`src/hmrp_pkg.sv`:
```
// Package for the hashed modulo replica placement block.
// Holds the field widths, the pipeline geometry, the slot type of the modulo
// stages and the rotate helper. No dependencies.
package hmrp_pkg;

    localparam int MAX_REPLICAS  = 16;
    localparam int ID_W          = 64;
    localparam int CNT_W         = 5;
    localparam int NUM_W         = 4;
    localparam int SRV_W         = 16;
    localparam int IN_TDATA_W    = 72;
    localparam int OUT_TDATA_W   = 24;
    localparam int MOD_STEP_BITS = 8;
    localparam int MOD_STAGES    = ID_W / MOD_STEP_BITS;

    // lookup3 start value for an 8-byte key with zero initial value.
    localparam logic [31:0] HASH_INIT = 32'hdeadbeef + 32'd8;

    // One item as it moves through the modulo stages.
    typedef struct packed {
        logic             vld;
        logic [ID_W-1:0]  dividend;
        logic [SRV_W-1:0] rem;
        logic [CNT_W-1:0] cnt;
    } t_mod_slot;

    function automatic logic [31:0] rotl32(input logic [31:0] x, input int unsigned k);
        rotl32 = (x << k) | (x >> (32 - k));
    endfunction

endpackage

```
`src/hashed_modulo_replica_placement.sv`:
```
// Top level of the hashed modulo replica placement block.
// Depends on hmrp_pkg and hmrp_mod_stage.
//
// Each object id is hashed with the lookup3 final mix over its eight bytes,
// the 64-bit hash is reduced modulo the server count, and one result item per
// replica follows with consecutive server indices, the last one marked by
// tlast. The hash takes three pipeline stages, the modulo eight more and the
// replica emitter one. A new item can be accepted every cycle while the
// pipeline is not stalled by the output; the sustained rate is set by the
// output port, which sends one result per cycle while m_tready is high, so an
// item asking for R replicas occupies the output for max(R,1) result items
// (at most 16). Write the server count only while the block is idle.
module hashed_modulo_replica_placement import hmrp_pkg::*; (
    input  logic                   i_clk,
    input  logic                   i_rst_n,
    input  logic                   i_cfg_we,
    input  logic [SRV_W-1:0]       i_cfg_wdata,
    input  logic                   s_tvalid,
    output logic                   s_tready,
    // [63:0] object_id, [68:64] replica_count, [71:69] zero
    input  logic [IN_TDATA_W-1:0]  s_tdata,
    output logic                   m_tvalid,
    input  logic                   m_tready,
    // [15:0] server_index, [19:16] replica_number, [23:20] zero
    output logic [OUT_TDATA_W-1:0] m_tdata,
    output logic                   m_tlast
);

    logic [SRV_W-1:0] r_n_servers;
    logic             en;
    logic             take;
    logic             em_last;

    // Server count register.
    always_ff @(posedge i_clk) begin
        if (!i_rst_n) begin
            r_n_servers <= SRV_W'(1);
        end else if (i_cfg_we) begin
            r_n_servers <= i_cfg_wdata;
        end
    end

    // Hash stage registers.
    logic             r_h1_vld, r_h2_vld, r_h3_vld;
    logic [31:0]      r_a1, r_b1, r_c1, r_a2, r_b2, r_c2, r_b3, r_c3;
    logic [CNT_W-1:0] r_cnt1, r_cnt2, r_cnt3;
    logic [31:0]      n_a1, n_b1, n_c1, n_a2, n_b2, n_c2, n_b3, n_c3;
    logic [CNT_W-1:0] n_cnt1;

    // Stage one: key add, count saturation, first two mix steps.
    always_comb begin
        logic [31:0] a, b, c;
        logic [CNT_W-1:0] cnt;
        a = HASH_INIT + s_tdata[31:0];
        b = HASH_INIT + s_tdata[63:32];
        c = HASH_INIT;
        c = (c ^ b) - rotl32(b, 14);
        a = (a ^ c) - rotl32(c, 11);
        cnt = s_tdata[68:64];
        if (cnt == '0) begin
            cnt = CNT_W'(1);
        end else if (cnt > CNT_W'(MAX_REPLICAS)) begin
            cnt = CNT_W'(MAX_REPLICAS);
        end
        n_a1 = a; n_b1 = b; n_c1 = c; n_cnt1 = cnt;
    end

    // Stage two: next three mix steps.
    always_comb begin
        logic [31:0] a, b, c;
        a = r_a1; b = r_b1; c = r_c1;
        b = (b ^ a) - rotl32(a, 25);
        c = (c ^ b) - rotl32(b, 16);
        a = (a ^ c) - rotl32(c, 4);
        n_a2 = a; n_b2 = b; n_c2 = c;
    end

    // Stage three: last two mix steps.
    always_comb begin
        logic [31:0] b, c;
        b = (r_b2 ^ r_a2) - rotl32(r_a2, 14);
        c = (r_c2 ^ b) - rotl32(b, 24);
        n_b3 = b; n_c3 = c;
    end

    always_ff @(posedge i_clk) begin
        if (!i_rst_n) begin
            r_h1_vld <= 1'b0;
            r_h2_vld <= 1'b0;
            r_h3_vld <= 1'b0;
        end else if (en) begin
            r_h1_vld <= s_tvalid;
            r_h2_vld <= r_h1_vld;
            r_h3_vld <= r_h2_vld;
        end
    end

    always_ff @(posedge i_clk) begin
        if (en) begin
            r_a1 <= n_a1; r_b1 <= n_b1; r_c1 <= n_c1; r_cnt1 <= n_cnt1;
            r_a2 <= n_a2; r_b2 <= n_b2; r_c2 <= n_c2; r_cnt2 <= r_cnt1;
            r_b3 <= n_b3; r_c3 <= n_c3; r_cnt3 <= r_cnt2;
        end
    end

    // Modulo pipeline over the 64-bit hash, secondary hash in the high half.
    t_mod_slot slots [MOD_STAGES+1];

    always_comb begin
        slots[0].vld      = r_h3_vld;
        slots[0].dividend = {r_b3, r_c3};
        slots[0].rem      = '0;
        slots[0].cnt      = r_cnt3;
    end

    for (genvar g = 0; g < MOD_STAGES; g++) begin : g_mod
        hmrp_mod_stage u_stage (
            .i_clk       (i_clk),
            .i_rst_n     (i_rst_n),
            .i_en        (en),
            .i_n_servers (r_n_servers),
            .i_slot      (slots[g]),
            .o_slot      (slots[g+1])
        );
    end

    // Replica emitter, which is also the output register.
    logic             r_em_vld;
    logic [SRV_W-1:0] r_em_srv;
    logic [NUM_W-1:0] r_em_num;
    logic [CNT_W-1:0] r_em_cnt;
    logic [SRV_W:0]   srv_inc;

    assign em_last  = ({1'b0, r_em_num} + CNT_W'(1)) == r_em_cnt;
    assign take     = !r_em_vld || (m_tready && em_last);
    assign en       = !slots[MOD_STAGES].vld || take;
    assign s_tready = en;
    assign srv_inc  = {1'b0, r_em_srv} + (SRV_W+1)'(1);

    always_ff @(posedge i_clk) begin
        if (!i_rst_n) begin
            r_em_vld <= 1'b0;
        end else if (take) begin
            r_em_vld <= slots[MOD_STAGES].vld;
        end
    end

    always_ff @(posedge i_clk) begin
        if (take) begin
            r_em_srv <= (r_n_servers == '0) ? '0 : slots[MOD_STAGES].rem;
            r_em_num <= '0;
            r_em_cnt <= slots[MOD_STAGES].cnt;
        end else if (m_tready) begin
            // Next replica goes to the next server, wrapping at the count.
            if (r_n_servers == '0 || srv_inc == {1'b0, r_n_servers}) begin
                r_em_srv <= '0;
            end else begin
                r_em_srv <= srv_inc[SRV_W-1:0];
            end
            r_em_num <= r_em_num + NUM_W'(1);
        end
    end

    assign m_tvalid = r_em_vld;
    assign m_tlast  = em_last;
    assign m_tdata  = {(OUT_TDATA_W-NUM_W-SRV_W)'(0), r_em_num, r_em_srv};

endmodule

```
`src/hmrp_mod_stage.sv`:
```
// One slice of the pipelined modulo unit: eight restoring steps per stage.
// Depends on hmrp_pkg.
module hmrp_mod_stage import hmrp_pkg::*; (
    input  logic             i_clk,
    input  logic             i_rst_n,
    input  logic             i_en,
    input  logic [SRV_W-1:0] i_n_servers,
    input  t_mod_slot        i_slot,
    output t_mod_slot        o_slot
);

    t_mod_slot r_slot;
    t_mod_slot n_slot;

    // Shift the top dividend bits into the remainder one at a time.
    always_comb begin
        logic [SRV_W:0] t;
        logic [SRV_W-1:0] rem;
        rem = i_slot.rem;
        for (int k = 0; k < MOD_STEP_BITS; k++) begin
            t = {rem, i_slot.dividend[ID_W-1-k]};
            if (t >= {1'b0, i_n_servers}) begin
                t = t - {1'b0, i_n_servers};
            end
            rem = t[SRV_W-1:0];
        end
        n_slot          = i_slot;
        n_slot.rem      = rem;
        n_slot.dividend = i_slot.dividend << MOD_STEP_BITS;
    end

    always_ff @(posedge i_clk) begin
        if (!i_rst_n) begin
            r_slot.vld <= 1'b0;
        end else if (i_en) begin
            r_slot <= n_slot;
        end
    end

    assign o_slot = r_slot;

endmodule

```
`config.mk`:
```
export PLATFORM = sky130hd
export DESIGN_NAME = hashed_modulo_replica_placement
export DESIGN_NICKNAME = d
export VERILOG_FILES = /design/src/hmrp_pkg.sv /design/src/hashed_modulo_replica_placement.sv /design/src/hmrp_mod_stage.sv
export SDC_FILE = /design/constraint.sdc
export NUM_CORES = 2
export LEC_CHECK = 0
export BUFFER_PORTS_ARGS = -buffer_cell sky130_fd_sc_hd__buf_2
export CAP_MARGIN = 10
export CORE_MARGIN = 4
export CORE_UTILIZATION = 66
export CTS_CLUSTER_SIZE = 24
export DETAILED_ROUTE_END_ITERATION = 16
export GPL_TIMING_DRIVEN = 0
export HOLD_SLACK_MARGIN = 0.05
export PLACE_DENSITY = 0.83
export SYNTH_ARGS = -nofsm -noshare
export SYNTH_HDL_FRONTEND = slang
export SYNTH_SLANG_ARGS = --single-unit
export TNS_END_PERCENT = 5
```
`constraint.sdc`:
```
create_clock -name i_clk -period 77.6 [get_ports i_clk]
set_input_delay 3.88 -clock i_clk [delete_from_list [all_inputs] [get_ports i_clk]]
set_output_delay 3.88 -clock i_clk [all_outputs]
set_load 0.1 [all_outputs]
```
# [Yosys cells after proc, flatten, opt, wreduce, memory -nomap -nowiden]
# Index checks and enable logic that the tools add are counted.
[totals] wordCells=288 out_inout_bits=27 register_bits=716 inputBits=93
[op_classes] bitwise=14 n_mux=69 magnitude_cmp=65 n_reduce_logical=11 n_eq_ne=2 addsub=76
[op_table] operator="two-way mux 16 bit" count=68
[op_table] operator="greater-or-equal comparator 17 x 16 -> 1 bit" count=63
[op_table] operator="subtractor 16 bit" count=63
[op_table] operator="subtractor 32 bit" count=7
[op_table] operator="XOR 32 bit" count=6
[op_table] operator="adder 32 bit, first input constant" count=2
[op_table] operator="bitwise OR 32 x 14 -> 32 bit" count=2
[op_table] operator="bitwise OR 32 x 11 -> 32 bit" count=1
[op_table] operator="bitwise OR 32 x 16 -> 32 bit" count=1
[op_table] operator="bitwise OR 32 x 24 -> 32 bit" count=1
[op_table] operator="bitwise OR 32 x 25 -> 32 bit" count=1
[op_table] operator="bitwise OR 32 x 4 -> 32 bit" count=1
[op_table] operator="inverter 24 bit" count=1
[op_table] operator="adder 16 x 1 -> 17 bit, second input constant" count=1
[op_table] operator="== test 17 x 16 -> 1 bit" count=1
[op_table] operator="greater-or-equal comparator 1 x 16 -> 1 bit" count=1
[op_table] operator="zero test 16 bit" count=1
[op_table] operator="subtractor 1 x 16 -> 16 bit" count=1
[op_table] operator="adder 4 x 1 -> 5 bit, second input constant" count=1
[op_table] operator="== test 5 bit" count=1
[op_table] operator="> comparator 5 bit, second input constant" count=1
[op_table] operator="zero test 5 bit" count=1
[op_table] operator="two-way mux 5 bit" count=1
[op_table] operator="adder 4 x 1 -> 4 bit, second input constant" count=1
[op_table] operator="6 further kinds" count=9

# [Depth between registers and ports, before layout]
[logic_depth] ltp_word=16 mapped_depth=123 mapped_depth_nobuf=113

# [Hierarchy]
# Synthesis repeated with hierarchy kept, for this count alone.
[hier_totals] cells_unflattened=11871 hier_area_um2=106149.3
[modules_own_cells] module="hmrp_mod_stage (g_mod[2].u_stage ...)" n_inst=5 seq_area_each_um2=2332.2 area_each_um2=9985.8 cells_each=1150
[modules_own_cells] module="hashed_modulo_replica_placement" n_inst=1 seq_area_each_um2=9248.9 area_each_um2=25481.9 cells_each=2653
[modules_own_cells] module="hmrp_mod_stage (g_mod[0].u_stage)" n_inst=1 seq_area_each_um2=2332.2 area_each_um2=10640.2 cells_each=1248
[modules_own_cells] module="hmrp_mod_stage (g_mod[1].u_stage)" n_inst=1 seq_area_each_um2=2332.2 area_each_um2=10162.2 cells_each=1143
[modules_own_cells] module="hmrp_mod_stage (g_mod[7].u_stage)" n_inst=1 seq_area_each_um2=2332.2 area_each_um2=9935.8 cells_each=1077

# [Least setup slack after synthesis]
# Ideal clock, no wire load.
[synth_path] path_kind="register to register" startpoint="register r_n_servers[1]" endpoint="register g_mod[7].u_stage.r_slot, in the netlist g_mod[7].u_stage.o_slot[11], data pin" t_required_ps=77340 n_path_buf=10 setup_time_ps=260 arrival_ps=29249 stages_incl_launch_ff=120 path_slack_ps=48091 period_less_slack_ps=29509 path_cell_list="dfxtp_1 -> inv_1 -> ha_1 -> nor2b_1 -> o31a_1 -> o311a_1 -> o21ai_1 -> o21ai_1 -> clkbuf_1 -> o21ai_0 -> inv_1 -> ha_1 -> nor2b_1 -> o31a_1 -> o21ai_0 -> a211oi_1 -> a2111o_1 -> a21o_1 -> (+84 left out) -> ha_1 -> nor2b_1 -> o21ai_0 -> a21boi_0 -> o21ai_0 -> a21boi_0 -> o21ai_0 -> a21boi_0 -> o21ai_0 -> a21boi_0 -> o21ai_0 -> a21o_1 -> a31oi_1 -> nor3_1 -> o211ai_1 -> mux2i_1 -> buf_2 -> mux2_2"
[synth_rtl] element="start: declaration" line_no="hashed_modulo_replica_placement.sv:29" source="logic [SRV_W-1:0] r_n_servers;"
[synth_rtl] element="start signal: assignment" line_no="hashed_modulo_replica_placement.sv:39" source="r_n_servers <= i_cfg_wdata;"
[synth_rtl] element="end signal: assignment" line_no="hmrp_mod_stage.sv:36" source="r_slot <= n_slot;"
[synth_rtl] element="end: declaration" line_no="hmrp_mod_stage.sv:12" source="t_mod_slot r_slot;"

==> run_results.csv <==
group,metric,value,unit
grt,grt_pass1_vias,78303,
finish,layout.nets,12047,
setup_path,cp-start-kind,"flip-flop",
detailed_routing,drt_iter0_drc,7812,
finish,drive_above_1_share,10.07,%
logic_synthesis,yosysTopAreaCellShare,22.51,%
setup_path,cpMostUsedCell,"o21ai_0",
logic_synthesis,yosysMostFrequentCell,"ha_1",
setup_path,crit_path_end_kind,"flip-flop",
placement,pre_cts_ws,46.01,ns
logic_synthesis,synth.avg_cell_area,8.752,sq um
timing,fin_crit,33.03,ns
detailed_routing,vias,81606,
setup_path,rr_startpoint,"r_n_servers[1]",
placement,gp_congestion,0.9617,
timing,tightest_slew,1.361,ns
placement,port_buffers,109,
worst_hold_path,whs_path_depth,0,
setup_path,criticalPathCategory,"flip-flop to flip-flop",
logic_synthesis,syn_area,91260,sq um
logic_synthesis,synth-edff-count,684,
grt,grt_pass1_wl,407100,microns
detailed_routing,routed_via_density,6.519,
clock_network,cts_sinks,716,
grt,grt_usage,34.43,%
logic_synthesis,synth_area_leaders,"edfxtp_1, ha_1, mux2_2, xnor2_1, a21oi_1",
clock_network,cts_max_path_buffers,3,
clock_network,clock_latency,0.71,ns
clock_network,post_cts_resized,0,
clock_network,cts_hold_buffers,0,
grt,grt-ovfl-total,0,
timing,setup_viol,0,
job,drv_cap,0,
detailed_routing,ant_nets,0,
clock_network,clkTransAtPathRegs,0.07,ns
logic_synthesis,synthFlopType,"edfxtp_1",
setup_path,cpMaxStageDelayCell,"dfxtp_4",
logic_synthesis,yosysSeqAreaShare,23.21,%
logic_synthesis,ys_types,111,
floorplanning,die_w,379.8,microns
logic_synthesis,synth.ff_latch_count,716,
setup_path,reg2reg_to,"g_mod[7].u_stage.o_slot[11]",
clock_network,cts_tree,"built",
timing,fmax,0.03028,GHz
logic_synthesis,post-synth-top-area-cell,"edfxtp_1",
timing,setup_ws,44.57,ns
clock_network,cts-htree-levels,3,
detailed_routing,drc,0,
finish,area_growth,6.995,%
worst_hold_path,min_from,"g_mod[1].u_stage.o_slot[47]",
timing,fin_crit_sh,42.56,%
floorplanning,io_pins,120,
timing,slew_headroom,8.633,%
setup_path,slowest_delay,0.87,ns
timing,drv_slew,0,
worst_hold_path,holdPathEnd,"g_mod[2].u_stage.o_slot[55]",
setup_path,critPathMaxFanout,65,
setup_path,worstPathArrival,33.48,ns
clock_network,clock-root-buffer,"clkbuf_16",
detailed_routing,firstDrtPassIters,9,
placement,dp_hpwl,200900,microns
logic_synthesis,ys_warn_count,0,
floorplanning,coreArea,137500,sq um
worst_hold_path,hold_path_class,"flip-flop to flip-flop",
run_status,outcome,"finished clean",
finish,fillers,10511,
timing,clock-skew-final,0.05674,ns
grt,antenna_found_initial,7,
setup_path,cp.required,78.05,ns
setup_path,reg2reg_depth,121,
floorplanning,start_util,66.37,%
logic_synthesis,synth_commonest_cells,"ha_1, nor2_1, inv_1",
logic_synthesis,synth_cells,10427,
timing,hold_viol,0,
clock_network,cts_setup_buffers,0,
timing,rsz0062_at_grt,"no",
grt,grt_max_degree,76,
clock_network,cts_buffers,81,
logic_synthesis,async_flop_share,0,%
timing,fin_setup_tns,0,ns
floorplanning,rows,136,
detailed_routing,routed_wl,260500,microns
floorplanning,die_y,379.8,microns
setup_path,r2r_slack,44.57,ns
detailed_routing,routedWlPerCell,20.81,microns
floorplanning,dieArea,144300,sq um
-- cells in the final DEF (no fill, tap or decap), drive strengths merged, types with 275 or more instances in the layout --
cell,n
mux2,623
nand2,626
xnor2,670
a21o,275
inv,808
a21oi,734
o21ai,660
xor2,398
ha,1233
edfxtp,684
nor2,880
-- how the worst max path moves through the flow --
stage                   start                          end  slack (ns)  depth (start not counted)
2_1_floorplan  r_n_servers[1]  g_mod[7].u_stage.o_slot[11]       48.09                        119
3_3_place_gp   r_n_servers[1]  g_mod[7].u_stage.o_slot[11]       38.10                        118
3_5_place_dp   r_n_servers[1]  g_mod[7].u_stage.o_slot[11]       46.01                        121
4_1_cts        r_n_servers[1]  g_mod[7].u_stage.o_slot[11]       45.62                        121
5_1_grt        r_n_servers[1]  g_mod[7].u_stage.o_slot[11]       41.91                        122
6_report       r_n_servers[1]  g_mod[7].u_stage.o_slot[11]       44.57                        121
-- routing by layer --
| metal | GRT usage [%] | wire (microns) | up-vias |
|---|---|---|---|
| met3 | 4.839 | 20990 | 891 |
| met2 | 55.98 | 116800 | 3576 |
| met5 | 0 | 13 | - |
| met1 | 44.79 | 107800 | 38253 |
| li1 | - | - | 38884 |
| met4 | 17.64 | 14930 | 2 |
-- per-stage QoR --
step	area [sq um]	util (%)	hold WS [ns]	instances
after floorplan	91270	-	0.4003	10430
after global placement	94060	68.41	0.4002	12333
after detailed placement	94870	69.00	0.4045	12362
after CTS	97620	71.00	0.3942	12510
after global routing	97620	71.00	0.3946	12511
final	97640	71.01	0.3909	12518
-- worst max-delay path: cells and delay by family, from the launching register on --
family                     cells  cell delay, ns
AOI/OAI and AO/OA             71           19.09
buffers and inverters         18            4.80
and+or+nand+nor               19            3.12
muxes                          5            2.43
adders and majority gates      8            2.34
DFF                            1            0.87
-- state kept, by name (all words and copies together), names as in the netlist, 4 cells and up --
name / cells
r_em_srv: 16
g_mod.u_stage.o_slot: 400
r_a1: 32
r_b1: 32
r_cnt2: 5
r_c1: 32
r_cnt1: 5
r_n_servers: 16
r_em_cnt: 5
r_c2: 32
r_c3: 32
r_em_num: 4
r_a2: 32
r_cnt3: 5
r_b2: 32
r_b3: 32
-- logic make-up (layout without fill, tap and decap cells) --
family | Yosys count | in the layout | synth area share [%]
AOI/OAI and AO/OA | 2709 | 2709 | 19.18
other | 1 | 12 | 0.004109
adders and majority gates | 1303 | 1303 | 18.44
xor gates and xnor gates | 1069 | 1069 | 10.28
muxes | 768 | 768 | 9.358
buffers and inverters | 924 | 1210 | 3.904
and+or+nand+nor | 2937 | 2937 | 15.62
DFF | 716 | 716 | 23.21
-- area by class of cell --
cell class              count  area, sq um  share of cell area (%)
plain buffers             130        585.6                  0.5997
multi-input cells        8790        66530                   68.14
well taps                1794         2245                   2.299
clock buffers              88         2074                   2.125
diodes                      8        20.02                 0.02050
flip-flops and latches    716        21190                   21.70
inverters                 794         3020                   3.093
clock inverters            60        675.6                  0.6920
repair buffers            138         1304                   1.335
Power is left out: the tool's default activity adds up to more than one toggle a clock period on the data nets, which glitch-free logic cannot reach.
